$ cat src/hw/rtl/lsrg_pkg.sv
`timescale 1ns / 1ps
`default_nettype none
package lsrg_pkg;
  localparam int LONG_LAG    = 100;
  localparam int SHORT_LAG   = 37;
  localparam int LAG_GAP     = LONG_LAG - SHORT_LAG;
  localparam int SCR_LEN     = 2 * LONG_LAG - 1;
  localparam int WORD_W      = 30;
  localparam int RING_AW     = $clog2(LONG_LAG);
  localparam int SCR_AW      = $clog2(SCR_LEN);
  localparam int ROUNDS_INIT = 69;
  localparam int WARM_DRAWS  = 10 * SCR_LEN;
  localparam int WARM_W      = $clog2(WARM_DRAWS);

  typedef logic [WORD_W-1:0] word_t;

  typedef enum logic [4:0] {
    OP_NOP, OP_SEED, OP_BOOT, OP_SPREAD_RD, OP_SPREAD_WR, OP_SUB_RD, OP_SUB_W1,
    OP_SUB_W2, OP_SHIFT_RD, OP_SHIFT_WR, OP_ROT_RD, OP_ROT_W0, OP_ROT_W37,
    OP_BITS, OP_LOAD_RD, OP_LOAD_WR, OP_DRAW_RD, OP_DRAW_WR
  } op_t;

  typedef struct packed {
    op_t              op;
    logic [SCR_AW-1:0] idx;
    logic             out_load;
  } cmd_t;

  typedef struct packed {
    logic bit0;
    logic bits_zero;
    logic out_full;
  } sts_t;
endpackage
`default_nettype wire

$ cat src/hw/rtl/lsrg_ctrl.sv
`timescale 1ns / 1ps
`default_nettype none
module lsrg_ctrl (
  input  wire logic          clk,
  input  wire logic          rst,
  input  wire logic          in_valid,
  input  wire logic          in_reseed,
  output logic               in_ready,
  input  wire lsrg_pkg::sts_t sts,
  output lsrg_pkg::cmd_t     cmd
);
  import lsrg_pkg::*;

  typedef enum logic [4:0] {
    S_IDLE, S_BOOT, S_SPREAD_RD, S_SPREAD_WR, S_SUB_RD, S_SUB_W1,
    S_SUB_W2, S_SHIFT_RD, S_SHIFT_WR, S_ROT_RD, S_ROT_W0, S_ROT_W37,
    S_BITS, S_LOAD_RD, S_LOAD_WR, S_DRAW_RD, S_DRAW_WR
  } state_t;

  state_t            state;
  logic [SCR_AW-1:0] idx;
  logic [6:0]        rounds;
  logic [WARM_W-1:0] warm;
  logic              warm_mode;

  assign in_ready = (state == S_IDLE);

  always_comb begin
    cmd.idx      = idx;
    cmd.out_load = !warm_mode;
    unique case (state)
      // seed is taken on the accepting edge itself
      S_IDLE:      cmd.op = (in_valid && in_reseed) ? OP_SEED : OP_NOP;
      S_BOOT:      cmd.op = OP_BOOT;
      S_SPREAD_RD: cmd.op = OP_SPREAD_RD;
      S_SPREAD_WR: cmd.op = OP_SPREAD_WR;
      S_SUB_RD:    cmd.op = OP_SUB_RD;
      S_SUB_W1:    cmd.op = OP_SUB_W1;
      S_SUB_W2:    cmd.op = OP_SUB_W2;
      S_SHIFT_RD:  cmd.op = OP_SHIFT_RD;
      S_SHIFT_WR:  cmd.op = OP_SHIFT_WR;
      S_ROT_RD:    cmd.op = OP_ROT_RD;
      S_ROT_W0:    cmd.op = OP_ROT_W0;
      S_ROT_W37:   cmd.op = OP_ROT_W37;
      S_BITS:      cmd.op = OP_BITS;
      S_LOAD_RD:   cmd.op = OP_LOAD_RD;
      S_LOAD_WR:   cmd.op = OP_LOAD_WR;
      S_DRAW_RD:   cmd.op = OP_DRAW_RD;
      S_DRAW_WR:   cmd.op = (!warm_mode && sts.out_full) ? OP_NOP : OP_DRAW_WR;
      default:     cmd.op = OP_NOP;
    endcase
  end

  always_ff @(posedge clk) begin
    if (rst) begin
      state     <= S_IDLE;
      idx       <= '0;
      rounds    <= '0;
      warm      <= '0;
      warm_mode <= 1'b0;
    end else begin
      unique case (state)
        S_IDLE: begin
          if (in_valid) begin
            warm_mode <= 1'b0;
            if (in_reseed) begin
              idx    <= '0;
              rounds <= 7'(ROUNDS_INIT);
              state  <= S_BOOT;
            end else begin
              state <= S_DRAW_RD;
            end
          end
        end
        S_BOOT: begin
          if (idx == SCR_AW'(LONG_LAG - 1)) begin
            state <= S_SPREAD_RD;
          end else begin
            idx <= idx + 1'b1;
          end
        end
        S_SPREAD_RD: state <= S_SPREAD_WR;
        S_SPREAD_WR: begin
          if (idx == SCR_AW'(1)) begin
            idx   <= SCR_AW'(SCR_LEN - 1);
            state <= S_SUB_RD;
          end else begin
            idx   <= idx - 1'b1;
            state <= S_SPREAD_RD;
          end
        end
        S_SUB_RD: state <= S_SUB_W1;
        S_SUB_W1: state <= S_SUB_W2;
        S_SUB_W2: begin
          if (idx == SCR_AW'(LONG_LAG)) begin
            state <= sts.bit0 ? S_SHIFT_RD : S_BITS;
          end else begin
            idx   <= idx - 1'b1;
            state <= S_SUB_RD;
          end
        end
        S_SHIFT_RD: state <= S_SHIFT_WR;
        S_SHIFT_WR: begin
          if (idx == SCR_AW'(1)) begin
            state <= S_ROT_RD;
          end else begin
            idx   <= idx - 1'b1;
            state <= S_SHIFT_RD;
          end
        end
        S_ROT_RD:  state <= S_ROT_W0;
        S_ROT_W0:  state <= S_ROT_W37;
        S_ROT_W37: state <= S_BITS;
        S_BITS: begin
          if (sts.bits_zero && rounds == 7'd1) begin
            idx   <= '0;
            state <= S_LOAD_RD;
          end else begin
            if (sts.bits_zero) begin
              rounds <= rounds - 1'b1;
            end
            idx   <= SCR_AW'(LONG_LAG - 1);
            state <= S_SPREAD_RD;
          end
        end
        S_LOAD_RD: state <= S_LOAD_WR;
        S_LOAD_WR: begin
          if (idx == SCR_AW'(LONG_LAG - 1)) begin
            warm      <= '0;
            warm_mode <= 1'b1;
            state     <= S_DRAW_RD;
          end else begin
            idx   <= idx + 1'b1;
            state <= S_LOAD_RD;
          end
        end
        S_DRAW_RD: state <= S_DRAW_WR;
        S_DRAW_WR: begin
          if (warm_mode) begin
            if (warm == WARM_W'(WARM_DRAWS - 1)) begin
              state <= S_IDLE;
            end else begin
              warm  <= warm + 1'b1;
              state <= S_DRAW_RD;
            end
          end else if (!sts.out_full) begin
            state <= S_IDLE;
          end
        end
        default: state <= S_IDLE;
      endcase
    end
  end
endmodule
`default_nettype wire

$ cat config.mk
export PLATFORM = sky130hd
export DESIGN_NAME = lsrg_ctrl
export DESIGN_NICKNAME = d
export VERILOG_FILES = /design/src/hw/rtl/lsrg_pkg.sv /design/src/hw/rtl/lsrg_ctrl.sv
export SDC_FILE = /design/constraint.sdc
export NUM_CORES = 1
export LEC_CHECK = 0
export BUFFER_PORTS_ARGS = -buffer_cell sky130_fd_sc_hd__buf_2
export CORE_MARGIN = 4
export CORE_UTILIZATION = 55
export DETAILED_ROUTE_END_ITERATION = 10
export PLACE_DENSITY = 0.74
export SETUP_SLACK_MARGIN = 0.4
export SKIP_LAST_GASP = 1
export SLEW_MARGIN = 10
export SYNTH_ARGS = -nofsm -noshare
export SYNTH_HDL_FRONTEND = slang
export SYNTH_SLANG_ARGS = --single-unit
$ cat constraint.sdc
create_clock -name clk -period 5.5 [get_ports clk]
set_input_delay 0.825 -clock clk [delete_from_list [all_inputs] [get_ports clk]]
set_output_delay 0.825 -clock clk [all_outputs]
set_load 0.005 [all_outputs]
==> results.py, run 1 <==
metrics = {
    "outcome": {
        "outcome": "complete, no violations",
    },
    "global_routing": {
        "grt.busiest_layer": "met2",
        "antenna_found_initial": 0,
        "grt_use_met3": 0.0638,
        "grt_usage": 0.221,
        "first_global_vias": 2132,
        "grt_max_degree": 29,
        "met2_usage": 0.329,
        "grtUsageMet1": 0.317,
        "grt_first_pass_wirelength_um": 10600,
        "grt_overflow": 0,
    },
    "power_and_ir_drop": {
        "power.leakage_nw": 1.06,
        "peakVddDrop_uv": 285,
        "power_density_nw_per_um2": 466,
    },
    "setup_path": {
        "cp_cell_sequence": "nor3_2 -> nand4_1 -> o21ai_0 -> buf_2",
        "crit_path_max_incr_delay_ns": 0.55,
        "cp_max_fo": 21,
        "crit_path_start": "state[1]",
        "r2r_start": "state[3]",
        "cp.arrival_ns": 2.15,
        "worstPathRequired_ns": 4.68,
        "crit_slowest_cell": "dfxtp_1",
        "worst_setup_path_start_kind": "flop",
        "critPathKind": "flop to output port",
        "endpoint_kind": "output port",
    },
    "route": {
        "postRouteAntennaNets": 0,
        "drtIter0Drc": 195,
        "dr.pass1.iters": 7,
        "via_per_inst": 6.46,
        "post-route-drc-count": 0,
        "wire_per_inst_um": 16.7,
        "vias": 2456,
        "drt-total-wl_um": 6360,
    },
    "cts": {
        "cts_buffer_depth": 2,
        "post_cts_buffers": 0,
        "clk_pin_slew_ns": 0.08,
        "root_buffer": "clkbuf_8",
        "h-tree-depth": 2,
        "clk_latency_ns": 0.30,
        "post_cts_resized": 0,
        "ctsHoldBuffers": 0,
        "cts_inserted_buffers": 5,
        "cts_tree": "yes",
        "cts.sinks": 32,
    },
    "sta": {
        "setup_ws_ns": 2.53,
        "setup_violations": 0,
        "fin_crit_sh": 0.541,
        "fmax_mhz": 336,
        "period_needed_ns": 2.97,
        "relSlewSlack": 0.395,
        "drv_slew": 0,
        "finClkSkew_ns": 0.0146,
        "hold_viol_final": 0,
        "tightest_slew_ns": 0.906,
        "grt_setup_unrepaired": "false",
        "setup_tns_ns": 0,
    },
    "worst_hold_path": {
        "min_from": "warm[10]",
        "hp-class": "flop to flop",
    },
    "synthesis": {
        "yosysUniqueCellTypes": 74,
        "synth_nets": 335,
        "ys_seq_area_frac": 0.248,
        "synthFlopType": "dfxtp_1",
        "synth_seq_cells": 32,
        "async_flop_share": 0,
        "ys_warn_count": 0,
        "postSynthAreaPerCell_sq_um": 8.07,
        "synthesis.area_sq_um": 2580,
        "syn_inst": 320,
        "synth_edf_count": 0,
    },
    "final_layout": {
        "fin_nets": 342,
        "layout-drive-gt1-share": 0.134,
        "diodes": 0,
        "final_common_cell": "dfxtp_1",
        "syn_to_final_growth_pct": 6.30,
        "final_cell_mix": "dfxtp_1, nor2_1, buf_2, nand2_1, a21oi_1",
    },
    "floorplan": {
        "rows": 24,
        "die-height_um": 76.5,
        "start_util": 0.581,
        "die-area_sq_um": 5850,
        "ios": 22,
        "core_sq_um": 4440,
        "die_w_um": 76.5,
    },
    "flow_run": {
        "drv_cap": 0,
    },
    "placement": {
        "place_hpwl_um": 4540,
        "post-place-ws_ns": 2.89,
        "portBuffers": 21,
        "gp_congestion": 0.874,
    },
}
[layer usage]
layer	vias up	routed length [um]
li1	1224	-
met1	1117	2890
met2	102	2880
met3	13	512
met4	0	78
met5	-	0
[area by class of cell]
class                           count  area, sq um
Multi-Input combinational cell    255         1780
Clock buffer                        6         72.6
Clock inverter                      2         35.0
Sequential cell                    32          641
Timing Repair Buffer               21          105
Inverter                           12         45.0
Fill cell                         385         1700
Tap cell                           52         65.1
[cell usage after synthesis (6+ instances only)]
master,number,area share
xor2_1,9,0.031
nand2b_1,7,0.017
o21ai_0,7,0.014
nor3_1,7,0.014
o31ai_1,6,0.017
nand3b_1,6,0.017
nand3_1,13,0.025
a21o_1,6,0.017
o21ai_1,7,0.014
a211oi_1,7,0.020
ha_1,8,0.039
and3_1,7,0.017
nor2_1,29,0.042
a21oi_1,19,0.037
buf_2,14,0.027
dfxtp_1,32,0.25
inv_1,12,0.017
nand2_1,19,0.028
a22oi_1,7,0.020
[worst paths after layout]
| path | end | slack, ns | cells past startpoint |
|---|---|---|---|
| max reg2reg | idx[4] | 3.05 | 5 |
| max | cmd[9] | 2.53 | 4 |
| min reg2reg | warm[10] | 0.49 | 2 |
| min | warm[10] | 0.49 | 2 |
[sequential cells by signal, summed over array words and instances (netlist names)]
register / cells
warm_mode: 1
warm: 11
rounds: 7
idx: 8
state: 5
[metrics by stage]
step	instances	util	power [W]	hold WS (ns)	cell area [sq um]
floorplan	320	-	0.000908	0.452	2580
global placement	372	0.593	0.00104	0.466	2640
detailed placement	372	0.593	0.00105	0.486	2640
CTS	380	0.617	0.00127	0.494	2740
global route	380	0.617	0.00138	0.530	2740
finish	380	0.617	0.00128	0.492	2740
[kinds of logic after synthesis]
family | after synthesis | synth area share
XOR/XNOR | 13 | 0.0441
AND/OR/NAND/NOR | 135 | 0.321
adder cells (fa/ha/maj) | 8 | 0.0388
multiplexers | 4 | 0.0160
AO/OA/AOI/OAI | 95 | 0.270
flip-flops | 32 | 0.248
buffers and inverters | 33 | 0.0620
[where the power goes]
part,switching (W),internal (W)
sequential,0.000137,0.000275
combinational,0.000346,0.000298
clock,0.0000898,0.000134
total,0.000573,0.000707
[critical path, delay by kind of cell, from the launching register on]
kind                   cells  cell delay, ns
buffers and inverters      1            0.14
AND/OR/NAND/NOR            2            0.93
flip-flops                 1            0.55
AO/OA/AOI/OAI              1            0.22
(Power assumes the default switching activity.)
==> run 2: changes to the inputs <==
- clock period: 5.5 -> 2.75 ns (I/O delays scaled with it)
==> run 2 against run 1 <==
  * Die area unchanged
  * Combinational power grew 120%
  * Critical path type is now flop to flop
  * Clock skew down 0.0038 ns
  * Worst hold slack worse by 0.062 ns
  * Clock power rose by 100%
  * Utilization increased by 1.8 points
  * Clock-buffer cell count stayed put
  * Power rose by 110%
  * Setup slack got worse by 2.0 ns
  * Cell area is 2.9% higher
==> results.py, run 2 (synthesis results as in run 1) <==
metrics = {
    "floorplan": {
        "die-area_sq_um": 5850,
        "die_w_um": 76.5,
        "start_util": 0.581,
        "die-height_um": 76.5,
        "ios": 22,
        "core_sq_um": 4440,
        "rows": 24,
    },
    "setup_path": {
        "r2r_start": "idx[1]",
        "worst_setup_path_start_kind": "flop",
        "cp_top_family": "simple AND/OR/NAND/NOR gates",
        "endpoint_kind": "flop",
        "cp.arrival_ns": 2.47,
        "cp_max_fo": 19,
        "reg2reg_to": "warm[8]",
        "crit_slowest_cell": "or4_1",
        "crit_path_max_incr_delay_ns": 0.54,
        "reg2reg_setup_slack_ns": 0.50,
        "cp_num_buf_inv": 0,
        "critPathKind": "flop to flop",
        "cp_cell_sequence": "ha_1 -> and4b_1 -> nand4_2 -> a21boi_4 -> or4_1 -> a21oi_1",
        "worstPathRequired_ns": 2.97,
        "r2r_cells": 6,
    },
    "final_layout": {
        "syn_to_final_growth_pct": 9.36,
        "final_common_cell": "nor2_1",
        "seq_area_sq_um": 651,
        "fin_nets": 350,
        "final_cell_mix": "nor2_1, dfxtp_1, buf_2, nand2_1, a21oi_1",
        "fill_cells": 389,
        "reg_top3": "warm x11, idx x8, rounds x7",
        "multi_input_area_sq_um": 1790,
        "largest_reg_flops": 11,
        "top_register": "warm",
        "diodes": 0,
        "layout-drive-gt1-share": 0.173,
    },
    "placement": {
        "portBuffers": 21,
        "gp_congestion": 0.937,
        "place_hpwl_um": 4750,
    },
    "worst_hold_path": {
        "holdPathEnd": "warm_mode",
        "holdPathStages": 3,
        "min_from": "in_valid",
        "hp-class": "primary input to flop",
    },
    "power_and_ir_drop": {
        "peakVddDrop_uv": 650,
        "power_density_nw_per_um2": 944,
        "power.leakage_nw": 1.11,
    },
    "outcome": {
        "outcome": "complete, no violations",
    },
    "sta": {
        "fmax_mhz": 444,
        "fin_hold_ws_ns": 0.430,
        "drv_slew": 0,
        "grt_setup_unrepaired": "false",
        "setup_tns_ns": 0,
        "relSlewSlack": 0.598,
        "finClkSkew_ns": 0.0108,
        "hold_viol_final": 0,
        "tightest_slew_ns": 0.597,
        "setup_violations": 0,
        "period_needed_ns": 2.25,
        "fin_crit_sh": 0.820,
    },
    "route": {
        "vias": 2496,
        "wire_per_inst_um": 16.8,
        "via_per_inst": 6.43,
        "post-route-drc-count": 0,
        "dr.pass1.iters": 5,
        "postRouteAntennaNets": 0,
        "drtIter0Drc": 196,
        "drt-total-wl_um": 6530,
    },
    "cts": {
        "cts_tree": "yes",
        "ctsHoldBuffers": 0,
        "cts_buffer_depth": 2,
        "cts_inserted_buffers": 5,
        "clk_pin_slew_ns": 0.07,
        "root_buffer": "clkbuf_8",
        "clk_latency_ns": 0.29,
        "h-tree-depth": 2,
        "cts.sinks": 32,
    },
    "global_routing": {
        "first_global_vias": 2264,
        "antenna_found_initial": 0,
        "grt_first_pass_wirelength_um": 11200,
        "grt_max_degree": 26,
        "grt_usage": 0.231,
        "grt_overflow": 0,
    },
    "flow_run": {
        "drv_cap": 0,
    },
}
[run 2: cell types whose count changed in the layout (fill, tap and decap cells not counted)]
cell / change
dfxtp_1: -6
dfxtp_4: +1
dfxtp_2: +5
nor4b_4: +1
nor4b_2: -1
buf_4: +8
[run 2: worst max path at each step]
| stage | start | endpoint | slack (ns) | cells past startpoint |
|---|---|---|---|---|
| final | idx[1] | warm[8] | 0.50 | 6 |
| after CTS | state[4] | cmd[9] | 0.43 | 6 |
| after global placement | state[2] | idx[1] | 0.48 | 5 |
| after global routing | state[0] | idx[1] | 0.42 | 6 |
| after detailed placement | state[2] | warm[8] | 0.43 | 5 |
| after floorplan | idx[1] | idx[3] | 0.86 | 7 |
[run 2: area by class of cell]
class	instances	share of cell area
Multi-Input combinational cell	255	0.634
Sequential cell	32	0.230
Timing Repair Buffer	29	0.0585
Clock buffer	6	0.0257
Tap cell	52	0.0230
Inverter	12	0.0160
Clock inverter	2	0.0124
[run 2: routing by layer]
metal / up-vias / part of all wire / wire, um / GRT usage
met3: 12 / 0.078 / 508 / 0.0532
met1: 1158 / 0.47 / 3050 / 0.326
li1: 1233 / - / - / -
met4: 0 / 0.014 / 94 / 0.0743
met5: - / 0 / 0 / 0
met2: 93 / 0.44 / 2880 / 0.344
[run 2: worst reg2reg max path, cell delays in order, from the launching register on]
cell      delay, ns
dfxtp_1        0.48
ha_1           0.30
and4b_1        0.26
nand4_2        0.17
a21boi_4       0.26
or4_1          0.54
a21oi_1        0.17
[run 2: stage by stage]
step	cell area, sq um	setup WS, ns	total power [W]	std cells	util
after global placement	2690	0.477	0.00214	379	0.605
after global routing	2820	0.415	0.00287	388	0.635
after detailed placement	2690	0.426	0.00215	379	0.605
after floorplan	2580	0.855	0.00182	320	-
after CTS	2800	0.430	0.00261	387	0.630
final	2820	0.496	0.00267	388	0.635
[run 2: where the power goes]
part,leakage (nW),total (W),switching [W],internal [W]
combinational,0.789,0.00141,0.000748,0.000659
sequential,0.263,0.000807,0.000247,0.000560
clock,0.0552,0.000452,0.000183,0.000269
total,1.11,0.00267,0.00118,0.00149
[run 2: repair_timing]
item,4_1_cts,5_1_grt
endpoints found under the setup margin,2,12
gates cloned,0,0
buffers inserted,0,1
gates resized for setup,1,7
pin swaps,0,2
hold endpoints to repair,0,0
==> run 3: changes to the inputs <==
- clock period: 2.75 -> 2.1 ns (I/O delays scaled with it)
==> run 3 against run 2 <==
  * Power is 70% higher
  * First-iteration DRC count rose by 17%
  * Sequential power increased by 23%
  * Clock power is 23% higher
  * Clock skew grew 0.0033 ns
  * Critical path type unchanged
  * Largest power group unchanged
==> results.py, run 3 (synthesis results as in run 1) <==
metrics = {
    "sta": {
        "grt_setup_unrepaired": "true",
        "fin_crit_sh": 0.953,
        "period_needed_ns": 2.00,
        "hold_viol_final": 0,
        "setup_ws_ns": 0.0986,
        "relSlewSlack": 0.704,
        "fmax_mhz": 500,
        "tightest_slew_ns": 0.440,
        "setup_violations": 0,
        "drv_slew": 0,
        "finClkSkew_ns": 0.0140,
        "setup_tns_ns": 0,
    },
    "global_routing": {
        "grt_max_degree": 20,
        "grt_first_pass_wirelength_um": 12800,
        "antenna_found_initial": 0,
        "grt_use_met3": 0.0615,
        "grtUsageMet1": 0.329,
        "first_global_vias": 2669,
        "grt_usage": 0.268,
        "grt_overflow": 0,
        "grt.busiest_layer": "met2",
        "met2_usage": 0.458,
    },
    "placement": {
        "place_hpwl_um": 5140,
        "gp_congestion": 0.899,
        "post-place-ws_ns": 0.0254,
        "dpl_cell_area_sq_um": 2900,
        "portBuffers": 21,
    },
    "final_layout": {
        "final_cell_mix": "buf_4, nor2_1, buf_2, dfxtp_1",
        "fill_cells": 271,
        "stdcell_area_sq_um": 3510,
        "largest_reg_flops": 11,
        "fin_nets": 397,
        "layout-drive-gt1-share": 0.397,
        "diodes": 0,
        "reg_top3": "warm x11, idx x8, rounds x7",
        "final_common_cell": "buf_4",
        "top_register": "warm",
        "syn_to_final_growth_pct": 35.8,
    },
    "setup_path": {
        "worst_setup_path_start_kind": "flop",
        "critPathKind": "flop to flop",
        "endpoint": "state[2]",
        "endpoint_kind": "flop",
        "cp.arrival_ns": 2.17,
        "r2r_start": "state[1]",
        "reg2reg_setup_slack_ns": 0.1,
        "worstPathRequired_ns": 2.26,
        "cp_max_fo": 7,
        "crit_path_start": "state[1]",
        "reg2reg_to": "state[2]",
        "r2r_cells": 7,
    },
    "floorplan": {
        "die-area_sq_um": 5850,
        "ios": 22,
        "die-height_um": 76.5,
        "core_sq_um": 4440,
        "die_w_um": 76.5,
        "start_util": 0.581,
        "rows": 24,
    },
    "cts": {
        "root_buffer": "clkbuf_8",
        "cts_inserted_buffers": 5,
        "clk_latency_ns": 0.30,
        "cts.sinks": 32,
        "h-tree-depth": 2,
        "cts_tree": "yes",
        "ctsHoldBuffers": 0,
        "clk_pin_slew_ns": 0.08,
        "cts_buffer_depth": 2,
    },
    "route": {
        "drt-total-wl_um": 9140,
        "post-route-drc-count": 0,
        "postRouteAntennaNets": 0,
        "wire_per_inst_um": 21.0,
        "vias": 3034,
        "drtIter0Drc": 230,
        "dr.pass1.iters": 6,
        "via_per_inst": 6.97,
    },
    "power_and_ir_drop": {
        "peakVddDrop_uv": 938,
        "power.leakage_nw": 1.43,
        "power_density_nw_per_um2": 1290,
    },
    "outcome": {
        "outcome": "complete, no violations",
    },
    "worst_hold_path": {
        "hp-class": "primary input to flop",
    },
    "flow_run": {
        "drv_cap": 0,
    },
}
[run 3: changes by cell type in the layout (fill, tap and decap cells not counted), moves of 3 or more]
| cell | before | now |
|---|---|---|
| o21ai_0 | 7 | 4 |
| dfxtp_1 | 26 | 18 |
| a21oi_1 | 19 | 16 |
| dfxtp_4 | 1 | 7 |
| a22oi_2 | 0 | 4 |
| buf_6 | 0 | 10 |
| a22oi_1 | 7 | 3 |
| buf_4 | 8 | 39 |
| o21ai_1 | 7 | 10 |
| nand2_1 | 19 | 16 |
[run 3: per-layer routing]
metal / part of all wire / up-vias
li1: - / 1330
met1: 0.38 / 1416
met2: 0.47 / 213
met3: 0.096 / 75
met4: 0.059 / 0
met5: 0 / -
[run 3: through the flow]
| stage | power [W] | instances | util | hold WS, ns |
|---|---|---|---|---|
| 4_1_cts | 0.00402 | 428 | 0.745 | 0.343 |
| 3_5_place_dp | 0.00305 | 401 | 0.651 | 0.490 |
| 2_1_floorplan | 0.00246 | 320 | - | 0.456 |
| 3_3_place_gp | 0.00302 | 401 | 0.651 | 0.469 |
| 5_1_grt | 0.00471 | 435 | 0.789 | 0.381 |
| 6_report | 0.00453 | 435 | 0.789 | 0.353 |
[run 3: worst min-delay path by stage]
stage,startpoint,endpoint,slack (ns),cells past startpoint
finish,in_valid,warm_mode,0.35,3
global route,in_valid,warm_mode,0.38,3
detailed placement,warm[9],warm[9],0.49,2
global placement,warm[10],warm[10],0.47,2
CTS,in_valid,warm_mode,0.34,3
floorplan,warm[10],warm[10],0.46,2
[run 3: layout make-up]
type	instances	area [sq um]	area share
clock buffers	6	93.8	0.0268
inverters	12	47.5	0.0136
well taps	52	65.1	0.0186
multi-input cells	256	2030	0.578
clock inverters	2	12.5	0.00357
repair buffers	75	586	0.167
flip-flops and latches	32	676	0.193
[run 3: worst max-delay path: stages (launching register included)]
cell and delay, ns:
dfxtp_4 0.39, buf_8 0.16, buf_4 0.14, xnor2_2 0.20, mux2i_1 0.14, a32oi_1 0.27, nand2_1 0.14, o41a_1 0.42
[run 3: repair_timing]
action,4_1_cts,5_1_grt
pin swaps,23,19
endpoints found under the setup margin,36,36
gates resized for setup,47,33
cloned,1,0
setup buffers,18,7
[run 3: power breakdown]
group / leakage, nW / internal, W / total (W) / switching [W]
Sequential: 0.268 / 0.000752 / 0.000994 / 0.000243
Clock: 0.0523 / 0.000303 / 0.000555 / 0.000252
Combinational: 1.11 / 0.00142 / 0.00298 / 0.00156
Total: 1.43 / 0.00248 / 0.00453 / 0.00205
